### src/rtl/core/crlp_pkg.sv
package crlp_pkg;

   localparam int STACK_DEPTH_DEF = 64;

   localparam int ID_W    = 64;
   localparam int TIME_W  = 27;
   localparam int DEPTH_W = 6;
   localparam int COUNT_W = 32;
   localparam int MAXD_W  = 7;

   localparam int CSR_ADDR_W = 2;
   localparam int CSR_DATA_W = 27;

   localparam int REQ_TDATA_W = 224;
   localparam int RSP_TDATA_W = 264;

   localparam logic [TIME_W-1:0] MAX_US  = 27'd99999999;
   localparam logic [TIME_W:0]   WRAP_US = 28'd100000000;

   localparam logic [TIME_W-1:0] MIN_COST_RST  = 27'd1000;
   localparam logic [MAXD_W-1:0] MAX_DEPTH_RST = 7'd3;

   typedef enum logic {
      OP_CALL   = 1'b0,
      OP_RETURN = 1'b1
   } op_type;

   typedef enum logic [1:0] {
      ST_OK    = 2'd0,
      ST_FULL  = 2'd1,
      ST_EMPTY = 2'd2
   } status_type;

   typedef enum logic [CSR_ADDR_W-1:0] {
      REG_TIMING_EN  = 2'd0,
      REG_MAIN_THR   = 2'd1,
      REG_MIN_COST   = 2'd2,
      REG_MAX_DEPTH  = 2'd3
   } reg_index_type;

   typedef enum logic {
      PH_CLEAR = 1'b0,
      PH_RUN   = 1'b1
   } phase_type;

   // one word in flight between the stack access and the result register
   typedef struct packed {
      status_type          status;
      logic                pop_ok;
      logic                timing;
      logic                depth_ok;
      logic [DEPTH_W-1:0]  depth;
      logic [TIME_W-1:0]   now;
   } pend_type;

endpackage

### src/rtl/core/crlp_log_unit.sv
module crlp_log_unit
   import crlp_pkg::*;
(
   input  logic                   clock,
   input  logic                   reset,
   input  logic                   pend_valid,
   input  pend_type               pend,
   input  logic [ID_W-1:0]        rd_class,
   input  logic [ID_W-1:0]        rd_selector,
   input  logic [ID_W-1:0]        rd_link,
   input  logic [TIME_W-1:0]      rd_stamp,
   input  logic [TIME_W-1:0]      min_cost,
   output logic                   take,
   output logic                   rsp_tvalid,
   input  logic                   rsp_tready,
   output logic [RSP_TDATA_W-1:0] rsp_tdata
);

   logic                   fire;
   logic [TIME_W:0]        t_ext;
   logic [TIME_W:0]        cost_ext;
   logic [TIME_W-1:0]      cost;
   logic                   do_log;

   logic                   out_valid_ff, out_valid_in;
   logic [COUNT_W-1:0]     log_total_ff, log_total_in;
   logic [RSP_TDATA_W-1:0] out_data_ff, out_data_in;

   assign take = !out_valid_ff || rsp_tready;
   assign fire = pend_valid && take;

   // elapsed time, one wrap of the 100 s clock at most
   always_comb begin
      t_ext    = {1'b0, pend.now} + ((pend.now < rd_stamp) ? WRAP_US : '0);
      cost_ext = t_ext - {1'b0, rd_stamp};
      cost     = cost_ext[TIME_W-1:0];
      do_log   = pend.pop_ok && pend.timing && pend.depth_ok && (cost > min_cost);
   end

   always_comb begin
      log_total_in = log_total_ff;
      if (fire && do_log && log_total_ff != '1) begin
         log_total_in = log_total_ff + 1'b1;
      end
      out_valid_in = out_valid_ff;
      if (fire) begin
         out_valid_in = 1'b1;
      end else if (rsp_tready) begin
         out_valid_in = 1'b0;
      end
      // status, restore, log_valid, class, selector, depth, cost, count
      out_data_in = {4'b0,
                     log_total_in,
                     do_log ? cost : '0,
                     do_log ? pend.depth : '0,
                     do_log ? rd_selector : '0,
                     do_log ? rd_class : '0,
                     do_log,
                     pend.pop_ok ? rd_link : '0,
                     pend.status};
   end

   always_ff @(posedge clock) begin
      if (reset) begin
         out_valid_ff <= 1'b0;
         log_total_ff <= '0;
      end else begin
         out_valid_ff <= out_valid_in;
         log_total_ff <= log_total_in;
      end
   end

   always_ff @(posedge clock) begin
      if (fire) begin
         out_data_ff <= out_data_in;
      end
   end

   assign rsp_tvalid = out_valid_ff;
   assign rsp_tdata  = out_data_ff;

   count_monotonic: assert property (@(posedge clock) disable iff (reset)
      1'b1 |=> log_total_ff >= $past(log_total_ff))
      else $error("record count went backward");

   error_no_log: assert property (@(posedge clock) disable iff (reset)
      (fire && pend.status != ST_OK) |-> !do_log)
      else $error("log record on a failed stack operation");

   count_step: assert property (@(posedge clock) disable iff (reset)
      !fire |=> $stable(log_total_ff))
      else $error("record count moved without a result");

endmodule

### config.mk
export PLATFORM = sky130hd
export DESIGN_NAME = crlp_log_unit
export DESIGN_NICKNAME = d
export VERILOG_FILES = /design/src/rtl/core/crlp_pkg.sv /design/src/rtl/core/crlp_log_unit.sv
export SDC_FILE = /design/constraint.sdc
export NUM_CORES = 1
export LEC_CHECK = 0
export BUFFER_PORTS_ARGS = -buffer_cell sky130_fd_sc_hd__buf_4
export CAP_MARGIN = 20
export CORE_AREA = 5 5 212 214
export CTS_BUF_LIST = sky130_fd_sc_hd__clkbuf_16
export CTS_CLUSTER_SIZE = 30
export DETAILED_ROUTE_END_ITERATION = 10
export DIE_AREA = 0 0 217 219
export HOLD_SLACK_MARGIN = 0.03
export PLACE_DENSITY = 0.7
export SLEW_MARGIN = 10
export SYNTH_ARGS = -nofsm -noshare
export SYNTH_HDL_FRONTEND = slang
export SYNTH_SLANG_ARGS = --single-unit
export TNS_END_PERCENT = 5
### constraint.sdc
create_clock -name clock -period 8.6 [get_ports clock]
set_clock_uncertainty 0.05 [all_clocks]
set_input_delay 1.29 -clock clock [delete_from_list [all_inputs] [get_ports clock]]
set_output_delay 1.29 -clock clock [all_outputs]
set_load 0.1 [all_outputs]
-- Yosys cells after proc, flatten, opt, wreduce, memory -nomap -nowiden
Cells that the tools add are included.
- output and inout port bits: 266
- bits of input ports: 288
- bits in registers: 293
- word-level logic and storage cells: 24
- multiplexer cells: 4
- add/sub/neg operators: 3
- eq/ne operators: 1
- order comparisons: 2
- reductions and logical operators: 9
- operators with widths (cell ; number):
    32-bit by 1-bit adder with 32-bit output, second input constant ; 1
    32-bit 2-to-1 mux ; 1
    32-bit != test, second input constant ; 1
    27-bit adder ; 1
    27-bit > comparator ; 1
    27-bit less-than comparator ; 1
    27-bit 2-to-1 mux ; 1
    27-bit subtractor ; 1
    1-bit logical AND ; 6
    1-bit 2-to-1 mux ; 2
    2-bit nonzero test ; 1
    1-bit zero test ; 1
    1-bit logical OR ; 1

-- Logic depth before layout (Yosys ltp)
- word-level depth: 9
- gate-level depth with buffers: 31
- gate-level depth less buffers: 30

-- Worst setup path after synthesis
OpenSTA, ideal clock, no wires.
- path type: input to register
- from: input port rsp_tready
- to: register log_total_ff[25]
- path buffers: 1
- slack: -1358 ps
- stages on the path: 7
- data required time: 8429 ps
- library setup time: 121 ps
- arrival time: 9786 ps
- path through: nand2b_1 -> and2_1 -> o31a_1 -> buf_4 -> nand3_4 -> or3_4 -> mux2_4
- cells in the longest elaborated chain, start to end: 5
- RTL lines (item ; line ; text):
    from (decl) ; crlp_log_unit.sv:15 ; input logic rsp_tready,
    1-bit logical OR ; crlp_log_unit.sv:29 ; assign take = !out_valid_ff || rsp_tready;
    1-bit logical AND ; crlp_log_unit.sv:30 ; assign fire = pend_valid && take;
    via fire ; crlp_log_unit.sv:19 ; logic fire;
    1-bit logical AND (2 in series) ; crlp_log_unit.sv:42 ; if (fire && do_log && log_total_ff != '1) begin
    32-bit 2-to-1 mux ; crlp_log_unit.sv:42 ;
    to (signal assigned) ; crlp_log_unit.sv:69 ; log_total_ff <= log_total_in;
    to (decl) ; crlp_log_unit.sv:26 ; logic [COUNT_W-1:0] log_total_ff, log_total_in;
The timed path passes the listed nets, and every way through them passes these cells.
A chain may end at the register's enable or synchronous reset.

-- Worst setup path after layout
- from: input port rd_stamp[3]
- to: register log_total_ff[18]
- cells in the longest elaborated chain, start to end: 9
- RTL lines (item ; line ; text):
    from (decl) ; crlp_log_unit.sv:11 ; input logic [TIME_W-1:0] rd_stamp,
    27-bit less-than comparator ; crlp_log_unit.sv:34 ; t_ext = {1'b0, pend.now} + ((pend.now < rd_stamp) ? WRAP_US : '0);
    27-bit 2-to-1 mux ; crlp_log_unit.sv:34 ;
    27-bit adder ; crlp_log_unit.sv:34 ;
    27-bit subtractor (*) ; crlp_log_unit.sv:35 ; cost_ext = t_ext - {1'b0, rd_stamp};
    via cost_ext[25] ; crlp_log_unit.sv:21 ; logic [TIME_W:0] cost_ext;
    27-bit > comparator (*) ; crlp_log_unit.sv:37 ; do_log = pend.pop_ok && pend.timing && pend.depth_ok && (cost > min_cost);
    1-bit logical AND (*) ; crlp_log_unit.sv:37 ;
    1-bit logical AND (*) (2 in series) ; crlp_log_unit.sv:42 ;
    32-bit 2-to-1 mux (*) ; crlp_log_unit.sv:42 ;
    via log_total_in[18] ; crlp_log_unit.sv:26 ;
The timed path passes the listed nets; every way through them passes the cells marked *.

==> flow_summary.json <==
{
  "outcome": "finished clean",
  "tightest_slew_ps": 1100,
  "vias": 10354,
  "drt-total-wl_um": 43200,
  "gr-total-overflow": 0,
  "powerDensity_mw_per_mm2": 234,
  "fin_setup_tns_ps": 0,
  "hold_viol": 0,
  "cp.arrival_ps": 8200,
  "ys_ff_latch": 293,
  "wl_per_cell_um": 19.3,
  "startpoint_type": "primary input",
  "final_area_mm2": 0.0199,
  "worstPathRequired_ps": 9000,
  "hp-class": "reg -> reg",
  "crit_family": "compound AO/OA/AOI/OAI gates",
  "place_ws_ps": 255,
  "rows": 76,
  "cts_htree_levels": 2,
  "mostFrequentLayoutCell": "buf_4",
  "p_leak_nw": 8.96,
  "portBuffers": 549,
  "ir_drop_mv": 0.0949,
  "route.met2.wl_um": 22400,
  "synthDominantCellAreaShare_pct": 55.3,
  "start_util_pct": 33.1,
  "cts_resized": 0,
  "synth_edf_count": 260,
  "cp-end-kind": "flop",
  "final.period_utilization_pct": 90.7,
  "crit_slowest_cell": "fa_1",
  "cts_buffers": 35,
  "grt_first_pass_wirelength_um": 63200,
  "die_h_um": 219,
  "synth_area_mm2": 0.0141,
  "post_cts_buffers": 0,
  "rsz0062_at_grt": "no",
  "top_layer": "met4",
  "antenna_left": 0,
  "fillers": 3896,
  "dp_hpwl_um": 33700,
  "synth_cell_types": 59,
  "viasPerCell": 4.63,
  "area_growth_pct": 41.2,
  "timing.fmax_mhz": 128,
  "grt_max_degree": 169,
  "ys.flop_type": "edfxtp_1",
  "cts-root-buf": "clkbuf_16",
  "path_max_fanout": 52,
  "maxCapViolations": 0,
  "layout_common_cells": "buf_4, edfxtp_1, and2_1",
  "die_w_um": 217,
  "critPathMaxStageDelay_ps": 460,
  "drive_above_1_share_pct": 37.4,
  "critPathBufInv": 7,
  "synth.largest_area_cell": "edfxtp_1",
  "drtIter0Drc": 675,
  "min_period_ps": 7800,
  "tritoncts": "yes",
  "drv_slew": 0,
  "fin_ws_ps": 802,
  "hold_buffers": 0,
  "ctsLongestPathBuffers": 3,
  "place_congestion": 0.839,
  "p_total_mw": 4.67,
  "syn_area_per_cell_um2": 12.8,
  "syn_inst": 1104,
  "drc": 0,
  "core-area_mm2": 0.0427,
  "critPathKind": "in -> reg",
  "track_usage_pct": 17.2,
  "dr.pass1.iters": 4,
  "yosys-top-cells-area": "edfxtp_1, and2_1, ha_1",
  "wirelength_met1_um": 16800,
  "yosysWarnings": 0,
  "slew_headroom_pct": 26.6,
  "wl_met3_um": 2790,
  "clkSlewWorstSetupHoldPaths_ps": 60,
  "fin_nets": 2045,
  "die_area_mm2": 0.0475,
  "clk_latency_ps": 520,
  "placed_cell_area_mm2": 0.0188,
  "cp_common_cell": "inv_1",
  "finalSetupViolCount": 0,
  "antenna_found_initial": 4,
  "cts_num_sinks": 293,
  "grt_pass1_vias": 10859,
  "io_pins": 554,
  "async_flop_share_pct": 0,
  "ys_seq_area_share_pct": 59.9
}
==> area by class of cell <==
class / instances / area [um^2] / share of cell area, %
Clock buffer: 36 / 901 / 4.52
Inverter: 104 / 393 / 1.97
Antenna cell: 4 / 10.0 / 0.0502
Multi-Input combinational cell: 670 / 5100 / 25.6
Sequential cell: 293 / 8470 / 42.5
Timing Repair Buffer: 556 / 4190 / 21.0
Clock inverter: 25 / 208 / 1.04
Tap cell: 546 / 683 / 3.42
==> routing by layer <==
| layer | GRT usage (%) | vias to the layer above |
|---|---|---|
| met5 | 0 | - |
| li1 | - | 4963 |
| met2 | 31.1 | 383 |
| met1 | 19.9 | 4945 |
| met3 | 4.19 | 63 |
| met4 | 6.19 | 0 |
==> through the flow <==
step                std cells  hold WS (ps)  util (%)
detailed placement       2169           512      44.1
global route             2234           539      46.7
CTS                      2230           520      46.7
global placement         2169           503      44.1
floorplan                1107           495         -
finish                   2234           524      46.7
==> registers in the layout, indices dropped and copies added, names as in the netlist <==
name and count:
log_total_ff 32, rsp_tvalid 1, rsp_tdata 260
==> report_power, final <==
group          switching (mW)  internal (mW)  total, mW
combinational            1.11          0.432       1.54
sequential             0.0316           1.66       1.70
clock                   0.579          0.852       1.43
total                    1.72           2.95       4.67
==> tightest hold or removal path, stage by stage (launching register included) <==
cell	delay [ps]
dfxtp_1	310
nand2b_1	130
a21oi_1	80
==> cells in the mapped netlist (all sizes together), types with 11 or more instances <==
| cell | number |
|---|---|
| nand3 | 20 |
| nor4 | 13 |
| buf | 11 |
| fa | 17 |
| a21oi | 37 |
| xor2 | 29 |
| ha | 80 |
| and3 | 11 |
| inv | 103 |
| edfxtp | 260 |
| clkbuf | 29 |
| a21o | 11 |
| o21ai | 12 |
| and2 | 230 |
| nand4 | 24 |
| nand2 | 34 |
| nor2b | 31 |
| xnor2 | 28 |
| nor2 | 15 |
| dfxtp | 33 |
==> cell families after synthesis <==
| kind of cell | share of synthesized area [%] |
|---|---|
| mux | 0.266 |
| compound gates | 5.17 |
| simple gates | 17.5 |
| other cells | 0.0265 |
| buf+inv | 4.10 |
| flops | 59.9 |
| fa+ha+maj | 9.49 |
| xor+xnor | 3.53 |
==> path summary, 6_finish.rpt <==
path / start / end / slack, ps / cells past startpoint
worst max-delay path: rd_stamp[3] / log_total_ff[18]$_SDFF_PP0_ / 800 / 32
worst min-delay path: rsp_tvalid$_SDFFE_PP0P_ / rsp_tvalid$_SDFFE_PP0P_ / 520 / 2
worst max register to register: rsp_tvalid$_SDFFE_PP0P_ / rsp_tdata[208]$_SDFFCE_PN0P_ / 5600 / 4
worst min register to register: rsp_tvalid$_SDFFE_PP0P_ / rsp_tvalid$_SDFFE_PP0P_ / 520 / 2
No activity file was read; power rests on OpenSTA's default activity.
